<file path="src/rtl/item_key_hash_set_assert.svh">
// Assertion macros shared by the hash set RTL.
`ifndef ITEM_KEY_HASH_SET_ASSERT_SVH
`define ITEM_KEY_HASH_SET_ASSERT_SVH

// Same-cycle implication, checked outside reset.
`define IKHS_ASSERT_IMPLY(lbl, clk, rst_n, ante, cons, msg) \
    lbl: assert property (@(posedge clk) disable iff (!rst_n) (ante) |-> (cons)) \
        else $error(msg);

// Next-cycle implication, checked outside reset.
`define IKHS_ASSERT_NEXT(lbl, clk, rst_n, ante, cons, msg) \
    lbl: assert property (@(posedge clk) disable iff (!rst_n) (ante) |=> (cons)) \
        else $error(msg);

`endif

</file>
<file path="src/rtl/ikhs_pkg.sv">
// Package with types, codes and constants of the key hash set.
package ikhs_pkg;

    localparam int CAPACITY_DEF = 64;
    localparam int HASH_MULT    = 37;

    localparam int OP_W     = 2;
    localparam int RULE_W   = 12;
    localparam int DOT_W    = 6;
    localparam int KEY_W    = RULE_W + DOT_W;
    localparam int HASH_W   = 18;
    localparam int STATUS_W = 3;
    localparam int OSLOT_W  = 6;
    localparam int OCOUNT_W = 7;

    localparam logic [OP_W-1:0] OP_FIND   = 2'd0;
    localparam logic [OP_W-1:0] OP_INSERT = 2'd1;
    localparam logic [OP_W-1:0] OP_CLEAR  = 2'd2;

    localparam logic [STATUS_W-1:0] ST_INSERTED  = 3'd0;
    localparam logic [STATUS_W-1:0] ST_DUPLICATE = 3'd1;
    localparam logic [STATUS_W-1:0] ST_FULL      = 3'd2;
    localparam logic [STATUS_W-1:0] ST_FOUND     = 3'd3;
    localparam logic [STATUS_W-1:0] ST_NOT_FOUND = 3'd4;
    localparam logic [STATUS_W-1:0] ST_CLEARED   = 3'd5;

    typedef struct packed {
        logic [OP_W-1:0]   operation;
        logic [RULE_W-1:0] rule_index;
        logic [DOT_W-1:0]  dot_position;
    } t_in;

    typedef struct packed {
        logic [STATUS_W-1:0] status;
        logic [OSLOT_W-1:0]  slot;
        logic [OCOUNT_W-1:0] entry_count;
    } t_out;

    typedef struct packed {
        logic                accept;
        logic                hash_ld;
        logic                red_step;
        logic                head_rd;
        logic                link_from_head;
        logic                ent_rd;
        logic                link_from_ent;
        logic                hit_ld;
        logic                ins_wr;
        logic                clr_start;
        logic                clr_wr;
        logic                count_clr;
        logic                out_ld;
        logic [STATUS_W-1:0] status;
    } t_ctrl_cmd;

    typedef struct packed {
        logic [OP_W-1:0] op;
        logic            red_last;
        logic            link_valid;
        logic            key_match;
        logic            full;
        logic            clr_last;
        logic            out_busy;
    } t_dp_stat;

endpackage

</file>
<file path="src/rtl/ikhs_dp.sv">
// Datapath of the key hash set: key, hash reduction, memories, count and result register.
module ikhs_dp #(
    parameter int CAPACITY = ikhs_pkg::CAPACITY_DEF
) (
    input  logic                 i_clk,
    input  logic                 i_rst_n,
    input  ikhs_pkg::t_in        i_in,
    input  ikhs_pkg::t_ctrl_cmd  i_cmd,
    output ikhs_pkg::t_dp_stat   o_stat,
    output logic                 o_out_valid,
    input  logic                 i_out_ready,
    output ikhs_pkg::t_out       o_out
);

    localparam int SLOT_W  = $clog2(CAPACITY);
    localparam int COUNT_W = $clog2(CAPACITY + 1);
    localparam int LINK_W  = SLOT_W + 1;
    localparam int KEY_W   = ikhs_pkg::KEY_W;
    localparam int HASH_W  = ikhs_pkg::HASH_W;
    localparam int ENT_W   = KEY_W + LINK_W;
    localparam int RED_S   = HASH_W + SLOT_W;
    localparam int RECIP_W = HASH_W + 1;
    localparam int PROD_W  = HASH_W + RECIP_W;
    localparam int OSLOT_W  = ikhs_pkg::OSLOT_W;
    localparam int OCOUNT_W = ikhs_pkg::OCOUNT_W;

    localparam logic [RECIP_W-1:0] RECIP = RECIP_W'((64'd1 << RED_S) / CAPACITY);

    localparam logic [1:0] RED_QUO = 2'd2;
    localparam logic [1:0] RED_SUB = 2'd1;
    localparam logic [1:0] RED_FIX = 2'd0;

    logic [ikhs_pkg::OP_W-1:0] r_op;
    logic [KEY_W-1:0]          r_key;
    logic [HASH_W-1:0]         r_rem;
    logic [HASH_W-1:0]         r_quo;
    logic [1:0]                r_red_k;
    logic [LINK_W-1:0]         r_link;
    logic [LINK_W-1:0]         r_head_link;
    logic [SLOT_W-1:0]         r_hit_slot;
    logic [COUNT_W-1:0]        r_count;
    logic [SLOT_W-1:0]         r_clr_idx;
    logic [LINK_W-1:0]         r_head_q;
    logic [ENT_W-1:0]          r_ent_q;
    logic                      r_out_valid;
    ikhs_pkg::t_out            r_out;

    logic [LINK_W-1:0] r_head_mem [CAPACITY];
    logic [ENT_W-1:0]  r_ent_mem  [CAPACITY];

    logic [HASH_W-1:0]          hash_val;
    logic [PROD_W-1:0]          red_prod;
    logic [HASH_W-1:0]          red_back;
    logic [SLOT_W-1:0]          bucket;
    logic [SLOT_W-1:0]          ins_slot;
    logic [OSLOT_W+SLOT_W-1:0]  slot_ext;
    logic [OCOUNT_W+COUNT_W-1:0] count_ext;
    logic                       slot_shown;

    // Hash of the latched key: rule * 37 + dot.
    assign hash_val = HASH_W'(r_key[KEY_W-1:ikhs_pkg::DOT_W]) * HASH_W'(ikhs_pkg::HASH_MULT)
                    + HASH_W'(r_key[ikhs_pkg::DOT_W-1:0]);

    // Bucket modulo in three steps: a reciprocal quotient that is at most one short,
    // multiply back and subtract, then one conditional subtract of the bucket count.
    assign red_prod = PROD_W'(r_rem) * PROD_W'(RECIP);
    assign red_back = r_quo * HASH_W'(CAPACITY);

    assign bucket   = r_rem[SLOT_W-1:0];
    assign ins_slot = r_count[SLOT_W-1:0];

    always_ff @(posedge i_clk) begin
        if (i_cmd.accept) begin
            r_op  <= i_in.operation;
            r_key <= {i_in.rule_index, i_in.dot_position};
        end
        if (i_cmd.hash_ld) begin
            r_rem   <= hash_val;
            r_red_k <= RED_QUO;
        end else if (i_cmd.red_step) begin
            if (r_red_k == RED_QUO) begin
                r_quo <= HASH_W'(red_prod >> RED_S);
            end else if (r_red_k == RED_SUB) begin
                r_rem <= r_rem - red_back;
            end else if (r_rem >= HASH_W'(CAPACITY)) begin
                r_rem <= r_rem - HASH_W'(CAPACITY);
            end
            r_red_k <= r_red_k - 2'd1;
        end
        if (i_cmd.link_from_head) begin
            r_link      <= r_head_q;
            r_head_link <= r_head_q;
        end else if (i_cmd.link_from_ent) begin
            r_link <= r_ent_q[LINK_W-1:0];
        end
        if (i_cmd.hit_ld) begin
            r_hit_slot <= r_link[SLOT_W-1:0];
        end else if (i_cmd.ins_wr) begin
            r_hit_slot <= ins_slot;
        end
    end

    // Bucket head memory: one write port shared by insert and the clearing sweep.
    always_ff @(posedge i_clk) begin
        if (i_cmd.ins_wr) begin
            r_head_mem[bucket] <= {1'b1, ins_slot};
        end else if (i_cmd.clr_wr) begin
            r_head_mem[r_clr_idx] <= '0;
        end
        if (i_cmd.head_rd) begin
            r_head_q <= r_head_mem[bucket];
        end
    end

    // Entry memory: stored key and chain link of each slot.
    always_ff @(posedge i_clk) begin
        if (i_cmd.ins_wr) begin
            r_ent_mem[ins_slot] <= {r_key, r_head_link};
        end
        if (i_cmd.ent_rd) begin
            r_ent_q <= r_ent_mem[r_link[SLOT_W-1:0]];
        end
    end

    assign slot_shown = (i_cmd.status == ikhs_pkg::ST_INSERTED)
                     || (i_cmd.status == ikhs_pkg::ST_FOUND);
    assign slot_ext   = {{OSLOT_W{1'b0}}, (slot_shown ? r_hit_slot : SLOT_W'(0))};
    assign count_ext  = {{OCOUNT_W{1'b0}}, r_count};

    always_ff @(posedge i_clk) begin
        if (!i_rst_n) begin
            r_count     <= '0;
            r_clr_idx   <= '0;
            r_out_valid <= 1'b0;
        end else begin
            if (i_cmd.count_clr) begin
                r_count <= '0;
            end else if (i_cmd.ins_wr) begin
                r_count <= r_count + COUNT_W'(1);
            end
            if (i_cmd.clr_start) begin
                r_clr_idx <= '0;
            end else if (i_cmd.clr_wr) begin
                r_clr_idx <= r_clr_idx + SLOT_W'(1);
            end
            if (i_cmd.out_ld) begin
                r_out_valid <= 1'b1;
            end else if (i_out_ready) begin
                r_out_valid <= 1'b0;
            end
        end
    end

    always_ff @(posedge i_clk) begin
        if (i_cmd.out_ld) begin
            r_out.status      <= i_cmd.status;
            r_out.slot        <= slot_ext[OSLOT_W-1:0];
            r_out.entry_count <= count_ext[OCOUNT_W-1:0];
        end
    end

    assign o_stat.op         = r_op;
    assign o_stat.red_last   = (r_red_k == RED_FIX);
    assign o_stat.link_valid = r_link[LINK_W-1];
    assign o_stat.key_match  = (r_ent_q[ENT_W-1:LINK_W] == r_key);
    assign o_stat.full       = (r_count >= COUNT_W'(CAPACITY));
    assign o_stat.clr_last   = (r_clr_idx == SLOT_W'(CAPACITY - 1));
    assign o_stat.out_busy   = r_out_valid && !i_out_ready;

    assign o_out_valid = r_out_valid;
    assign o_out       = r_out;

endmodule

</file>
<file path="src/rtl/ikhs_ctrl.sv">
// Controller state machine of the key hash set.
module ikhs_ctrl #(
    parameter int CAPACITY = ikhs_pkg::CAPACITY_DEF
) (
    input  logic                 i_clk,
    input  logic                 i_rst_n,
    input  logic                 i_in_valid,
    output logic                 o_in_ready,
    output ikhs_pkg::t_ctrl_cmd  o_cmd,
    input  ikhs_pkg::t_dp_stat   i_stat
);

    localparam bit IS_POW2 = ((CAPACITY & (CAPACITY - 1)) == 0);

    localparam logic [3:0] S_CLEAR  = 4'd0;
    localparam logic [3:0] S_IDLE   = 4'd1;
    localparam logic [3:0] S_HASH   = 4'd2;
    localparam logic [3:0] S_REDUCE = 4'd3;
    localparam logic [3:0] S_HEAD   = 4'd4;
    localparam logic [3:0] S_HLINK  = 4'd5;
    localparam logic [3:0] S_LINK   = 4'd6;
    localparam logic [3:0] S_ENT    = 4'd7;
    localparam logic [3:0] S_INS    = 4'd8;
    localparam logic [3:0] S_RESULT = 4'd9;

    logic [3:0]                    r_state, n_state;
    logic [ikhs_pkg::STATUS_W-1:0] r_status, n_status;
    logic                          r_clr_report, n_clr_report;
    logic                          is_insert;

    assign is_insert  = (i_stat.op == ikhs_pkg::OP_INSERT);
    assign o_in_ready = (r_state == S_IDLE);

    always_comb begin
        o_cmd        = '0;
        o_cmd.status = r_status;
        n_state      = r_state;
        n_status     = r_status;
        n_clr_report = r_clr_report;
        unique case (r_state)
            S_CLEAR: begin
                o_cmd.clr_wr = 1'b1;
                if (i_stat.clr_last) begin
                    o_cmd.count_clr = 1'b1;
                    n_status        = ikhs_pkg::ST_CLEARED;
                    n_state         = r_clr_report ? S_RESULT : S_IDLE;
                end
            end
            S_IDLE: begin
                if (i_in_valid) begin
                    o_cmd.accept = 1'b1;
                    n_state      = S_HASH;
                end
            end
            S_HASH: begin
                if (i_stat.op == ikhs_pkg::OP_CLEAR) begin
                    o_cmd.clr_start = 1'b1;
                    n_clr_report    = 1'b1;
                    n_state         = S_CLEAR;
                end else begin
                    o_cmd.hash_ld = 1'b1;
                    n_state       = IS_POW2 ? S_HEAD : S_REDUCE;
                end
            end
            S_REDUCE: begin
                o_cmd.red_step = 1'b1;
                if (i_stat.red_last) begin
                    n_state = S_HEAD;
                end
            end
            S_HEAD: begin
                o_cmd.head_rd = 1'b1;
                n_state       = S_HLINK;
            end
            S_HLINK: begin
                o_cmd.link_from_head = 1'b1;
                n_state              = S_LINK;
            end
            S_LINK: begin
                if (i_stat.link_valid) begin
                    o_cmd.ent_rd = 1'b1;
                    n_state      = S_ENT;
                end else if (is_insert) begin
                    n_state = S_INS;
                end else begin
                    n_status = ikhs_pkg::ST_NOT_FOUND;
                    n_state  = S_RESULT;
                end
            end
            S_ENT: begin
                if (i_stat.key_match) begin
                    o_cmd.hit_ld = 1'b1;
                    n_status     = is_insert ? ikhs_pkg::ST_DUPLICATE : ikhs_pkg::ST_FOUND;
                    n_state      = S_RESULT;
                end else begin
                    o_cmd.link_from_ent = 1'b1;
                    n_state             = S_LINK;
                end
            end
            S_INS: begin
                if (i_stat.full) begin
                    n_status = ikhs_pkg::ST_FULL;
                end else begin
                    o_cmd.ins_wr = 1'b1;
                    n_status     = ikhs_pkg::ST_INSERTED;
                end
                n_state = S_RESULT;
            end
            S_RESULT: begin
                if (!i_stat.out_busy) begin
                    o_cmd.out_ld = 1'b1;
                    n_state      = S_IDLE;
                end
            end
            default: begin
                n_state = S_IDLE;
            end
        endcase
    end

    always_ff @(posedge i_clk) begin
        if (!i_rst_n) begin
            r_state      <= S_CLEAR;
            r_clr_report <= 1'b0;
            r_status     <= ikhs_pkg::ST_CLEARED;
        end else begin
            r_state      <= n_state;
            r_clr_report <= (n_state == S_IDLE) ? 1'b0 : n_clr_report;
            r_status     <= n_status;
        end
    end

endmodule

</file>
<file path="src/rtl/item_key_hash_set.sv">
// Top level of the key hash set: controller, datapath and assertions.
// A find or insert hashes the key, reads the bucket head and then walks the chain link by link;
// a hit or an empty link ends the walk, and an insert of a new key then writes the entry if a slot is free.
// A CAPACITY that is not a power of two adds the bucket modulo steps after the hash.
// A clear sweeps all bucket heads; a new beat can be taken in the same cycle that a result shows.
// After reset a sweep clears the bucket heads, with no input taken.
module item_key_hash_set #(
    parameter int CAPACITY = ikhs_pkg::CAPACITY_DEF
) (
    input  logic            i_clk,
    input  logic            i_rst_n,
    input  logic            i_in_valid,
    output logic            o_in_ready,
    input  ikhs_pkg::t_in   i_in,
    output logic            o_out_valid,
    input  logic            i_out_ready,
    output ikhs_pkg::t_out  o_out
);

    `include "item_key_hash_set_assert.svh"

    // The controller walks one bucket chain per beat. It issues memory reads
    // and writes and the other datapath commands and picks the result status;
    // all keys, links, the entry count and the memories sit in the datapath.
    ikhs_pkg::t_ctrl_cmd cmd;
    ikhs_pkg::t_dp_stat  stat;

    // The controller takes a new beat whenever it is idle, even while the
    // previous result still waits in the output register. It only stalls
    // when it has a new result and that register is still occupied.
    ikhs_ctrl #(
        .CAPACITY (CAPACITY)
    ) u_ctrl (
        .i_clk      (i_clk),
        .i_rst_n    (i_rst_n),
        .i_in_valid (i_in_valid),
        .o_in_ready (o_in_ready),
        .o_cmd      (cmd),
        .i_stat     (stat)
    );

    // Each new entry takes the slot equal to the count before the insert and
    // becomes the head of its bucket chain. The old head goes into the new
    // entry's link, so chains only ever point at slots written since the last
    // clear.
    ikhs_dp #(
        .CAPACITY (CAPACITY)
    ) u_dp (
        .i_clk       (i_clk),
        .i_rst_n     (i_rst_n),
        .i_in        (i_in),
        .i_cmd       (cmd),
        .o_stat      (stat),
        .o_out_valid (o_out_valid),
        .i_out_ready (i_out_ready),
        .o_out       (o_out)
    );

    // The block works on one beat at a time, so an accepted beat drops ready at once.
    `IKHS_ASSERT_NEXT(a_one_beat, i_clk, i_rst_n, i_in_valid && o_in_ready, !o_in_ready, "busy")
    // An insert may only write when there is still a free slot.
    `IKHS_ASSERT_IMPLY(a_no_overfill, i_clk, i_rst_n, cmd.ins_wr, !stat.full, "overfill")
    // A result is loaded only when the output register is free, and then shows.
    `IKHS_ASSERT_IMPLY(a_no_overwrite, i_clk, i_rst_n, cmd.out_ld, !stat.out_busy, "overwrite")
    `IKHS_ASSERT_NEXT(a_result_shows, i_clk, i_rst_n, cmd.out_ld, o_out_valid, "not shown")

endmodule
</file>
<file path="config.mk">
export PLATFORM = sky130hd
export DESIGN_NAME = item_key_hash_set
export DESIGN_NICKNAME = d
export VERILOG_FILES = /design/src/rtl/ikhs_pkg.sv /design/src/rtl/ikhs_dp.sv /design/src/rtl/ikhs_ctrl.sv /design/src/rtl/item_key_hash_set.sv
export VERILOG_INCLUDE_DIRS = /design/src /design/src/rtl
export SDC_FILE = /design/constraint.sdc
export NUM_CORES = 2
export LEC_CHECK = 0
export BUFFER_PORTS_ARGS = -buffer_cell sky130_fd_sc_hd__buf_2
export CAP_MARGIN = 25
export CORE_ASPECT_RATIO = 0.9
export CORE_MARGIN = 2
export CORE_UTILIZATION = 40
export CTS_CLUSTER_DIAMETER = 40
export DETAILED_ROUTE_END_ITERATION = 8
export SLEW_MARGIN = 15
export SYNTH_ARGS = -nofsm -noshare
export SYNTH_HDL_FRONTEND = slang
export SYNTH_SLANG_ARGS = --single-unit
export TNS_END_PERCENT = 5
</file>
<file path="constraint.sdc">
create_clock -name i_clk -period 4.7 [get_ports i_clk]
set_input_delay 0 -clock i_clk [delete_from_list [all_inputs] [get_ports i_clk]]
set_output_delay 0 -clock i_clk [all_outputs]
set_load 0.005 [all_outputs]
</file>
==> results.py <==
metrics = {
    "status": {
        "status": "finished, final reports clean",
    },
    "setup_path": {
        "cp.required_ps": 5480,
        "path_class": "reg2reg",
        "critPathMostFrequentCell": "nand3_1",
        "cp_num_buf_inv": 2,
        "cp_data_arrival_time_ps": 4640,
        "cpPeakStageDelay_ps": 990,
        "critPathLaunchType": "flip-flop",
        "rr_startpoint": "u_dp.r_key[0]",
        "crit_chain": "buf_4 > xor2_1 > nor4_1 > nand3_1 > o21ai_1 > nand3_1 > o41a_1 > dlygate4sd3_1",
        "worst-path-max-fanout": 19,
        "r2r_cells": 8,
        "slowest_stage": "edfxtp_1",
        "cp-end-kind": "flip-flop",
        "worstReg2RegEnd": "u_ctrl.r_clr_report",
        "regToRegSetupSlack_ps": 840,
        "critPathTopFamily": "flip-flops",
    },
    "clocking": {
        "root_buffer": "clkbuf_16",
        "clock_sinks": 2166,
        "clkLatencyLatePin_ps": 910,
        "clk_pin_slew_ps": 60,
        "numCtsBuffers": 311,
        "htreeDepth": 5,
        "cts_tree": "yes",
        "cts_buffer_depth": 4,
        "cts_setup_buffers": 0,
    },
    "power_and_ir_drop": {
        "switching_power_mw": 8.74,
        "p_leak_nw": 30.6,
        "ir_drop_mv": 0.391,
        "p_sw_frac": 0.199,
        "power_density_nw_per_um2": 449,
        "pwr-share-seq": 0.476,
        "clkPwrFrac": 0.521,
        "p_int_mw": 35.3,
        "power_frac_comb": 0.003,
        "p_total_mw": 44.0,
    },
    "synth": {
        "synth_area_leaders": "edfxtp_1, mux4_2, a22oi_1",
        "synth_fp_nets": 3757,
        "syn_inst": 3709,
        "ys_types": 56,
        "async_reset_ff_frac": 0,
        "ys.flop_type": "edfxtp_1",
        "avgSynthCellArea_um2": 22.3,
        "synth_edf_count": 2142,
        "synth-seq-cells": 2166,
        "synthesis.area_um2": 82800,
        "yosys_warnings": 0,
        "yosysSeqAreaShare": 0.783,
        "yosysTopAreaCell": "edfxtp_1",
        "yosysTopAreaCellShare": 0.777,
    },
    "hold_path": {
        "holdCritPathClass": "in2reg",
        "hold_end": "u_ctrl.r_status[1]",
        "whs_path_depth": 4,
        "min_from": "i_rst_n",
    },
    "detailed_routing": {
        "vias": 39927,
        "dr_wl_met3_mm": 18.4,
        "totalWireLength_mm": 204,
        "drt_iter0_markers": 5111,
        "routedWlPerCell_um": 29.0,
        "wl_met1_mm": 86.3,
        "top_layer": "met5",
        "drt_pass1_iterations": 8,
        "final_antenna_net_count": 0,
        "drc_errors": 0,
        "viasPerCell": 5.69,
        "met2_length_mm": 92.5,
    },
    "layout": {
        "layout-area-overhead-vs-synth_pct": 18.4,
        "final_area_um2": 98000,
        "fillerInstances": 16541,
        "final_common_cell": "edfxtp_1",
        "final_cell_mix": "edfxtp_1, mux4_2, clkbuf_16, a22oi_1, buf_4",
        "drive_gt1_frac": 0.304,
        "nets": 4118,
    },
    "placement": {
        "place_congestion": 0.845,
        "place_area_um2": 87200,
        "port_buffers": 41,
        "dp_hpwl_mm": 118,
    },
    "timing": {
        "tns_ps": 0,
        "finClkSkew_ps": 74.4,
        "rsz0062_at_grt": "false",
        "fmaxAchievable_ghz": 0.259,
        "fin_crit_ps": 3860,
        "hold_violations": 0,
        "slew_headroom": 0.237,
        "tightest_slew_ps": 1140,
        "finalCritPeriodShare": 0.822,
        "finalSetupViolations": 0,
        "finalMaxSlewViolations": 0,
    },
    "grt": {
        "grt_pass1_vias": 40025,
        "grt_pass1_wl_mm": 291,
        "grtUsageTotal": 0.192,
        "antenna_found_initial": 11,
        "grt_max_degree": 74,
        "globalRouteOverflowTotal": 0,
    },
    "floorplanning": {
        "die_w_um": 483,
        "rows": 158,
        "die_y_um": 436,
        "core_area_um2": 206000,
        "io_pins": 42,
        "die_area_um2": 211000,
        "initial_utilization": 0.402,
    },
    "run": {
        "cap_violations": 0,
    },
}
[flip-flops by register name, summed over array words and instances, names as in the netlist, 4 cells and up]
signal and cells:
u_ctrl.r_state 4, u_dp.o_out 16, u_dp.r_clr_idx 6, u_dp.r_count 7
u_dp.r_ent_mem 1600, u_dp.r_ent_q 25, u_dp.r_head_link 7, u_dp.r_head_mem 448
u_dp.r_head_q 7, u_dp.r_hit_slot 6, u_dp.r_key 18, u_dp.r_link 7
u_dp.r_rem 6
[worst min-delay path: stages]
cell           delay, ps
dlygate4sd3_1        590
buf_2                190
nand2_1               70
mux2i_1               60
[how the worst max path moves through the flow]
stage                           start                      to  slack [ps]  cells past startpoint
floorplan           u_ctrl.r_state[2]   u_dp.r_head_mem[0][2]        1420                      4
global placement        u_dp.r_key[0]      u_dp.r_hit_slot[4]        1080                      7
detailed placement  u_ctrl.r_state[1]  u_dp.r_head_mem[52][4]        1040                      5
CTS                     u_dp.r_key[0]     u_ctrl.r_clr_report         950                      8
global route        u_ctrl.r_state[1]  u_dp.r_head_mem[44][0]         650                      5
finish                  u_dp.r_key[0]     u_ctrl.r_clr_report         840                      8
[cells by family (layout without fill, tap and decap cells)]
logic type / after synthesis / in the layout / share of synthesized area
adder cells (fa/ha/maj): 24 / 24 / 0.00390
AND/OR/NAND/NOR: 381 / 381 / 0.0209
XOR/XNOR: 31 / 31 / 0.00328
AO/OA/AOI/OAI: 358 / 358 / 0.0343
other: 0 / 2 / 0
flip-flops: 2166 / 2166 / 0.783
buffers and inverters: 218 / 806 / 0.0128
multiplexers: 531 / 531 / 0.142
[metrics by stage]
step | hold WS [ps] | utilization | std cells | setup slack (ps)
after floorplan | 98.9 | - | 3709 | 1420
after global placement | 177 | 0.423 | 6422 | 1080
after detailed placement | 180 | 0.424 | 6428 | 1040
after CTS | 16.8 | 0.476 | 7014 | 946
after global routing | 47.2 | 0.476 | 7019 | 653
final | 60.9 | 0.476 | 7019 | 835
[cells in the mapped netlist (18+ instances only)]
cell type,count
a22oi_1,157
a22o_1,65
nand3_1,22
nand2_1,108
a221oi_1,62
dfxtp_1,24
o221ai_1,31
xor2_1,25
nor2_1,163
mux4_2,512
buf_2,34
buf_4,21
buf_1,18
ha_1,21
edfxtp_1,2142
clkbuf_1,115
[what timing repair did]
action,CTS,global route
hold endpoints to repair,62,0
gates resized for setup,0,0
hold buffers,46,0
[power groups by stage]
stage | combinational, mW | sequential (mW) | clock [mW]
final | 0.128 | 21.0 | 22.9
after global routing | 0.137 | 20.9 | 24.1
after CTS | 0.126 | 21.0 | 23.3
after global placement | 0.0960 | 21.3 | 0
after detailed placement | 0.0962 | 21.3 | 0
after floorplan | 0.0513 | 21.3 | 0
[area by class of cell]
| cell class | count | area, um2 | share of cell area |
|---|---|---|---|
| Multi-Input combinational cell | 1325 | 17300 | 0.176 |
| Tap cell | 2720 | 3400 | 0.0347 |
| Antenna cell | 2 | 5.00 | 0.0000511 |
| Timing Repair Buffer | 252 | 2170 | 0.0221 |
| Clock inverter | 202 | 2290 | 0.0233 |
| Inverter | 14 | 52.6 | 0.000536 |
| Clock buffer | 338 | 7980 | 0.0814 |
| Sequential cell | 2166 | 64800 | 0.662 |
[per-layer routing]
| layer | vias up | global-route usage |
|---|---|---|
| met5 | - | 0 |
| met4 | 4 | 0.0663 |
| met3 | 348 | 0.0463 |
| met2 | 1727 | 0.284 |
| met1 | 21233 | 0.278 |
| li1 | 16615 | - |
Note: power is estimated with default switching activity, not from simulation.
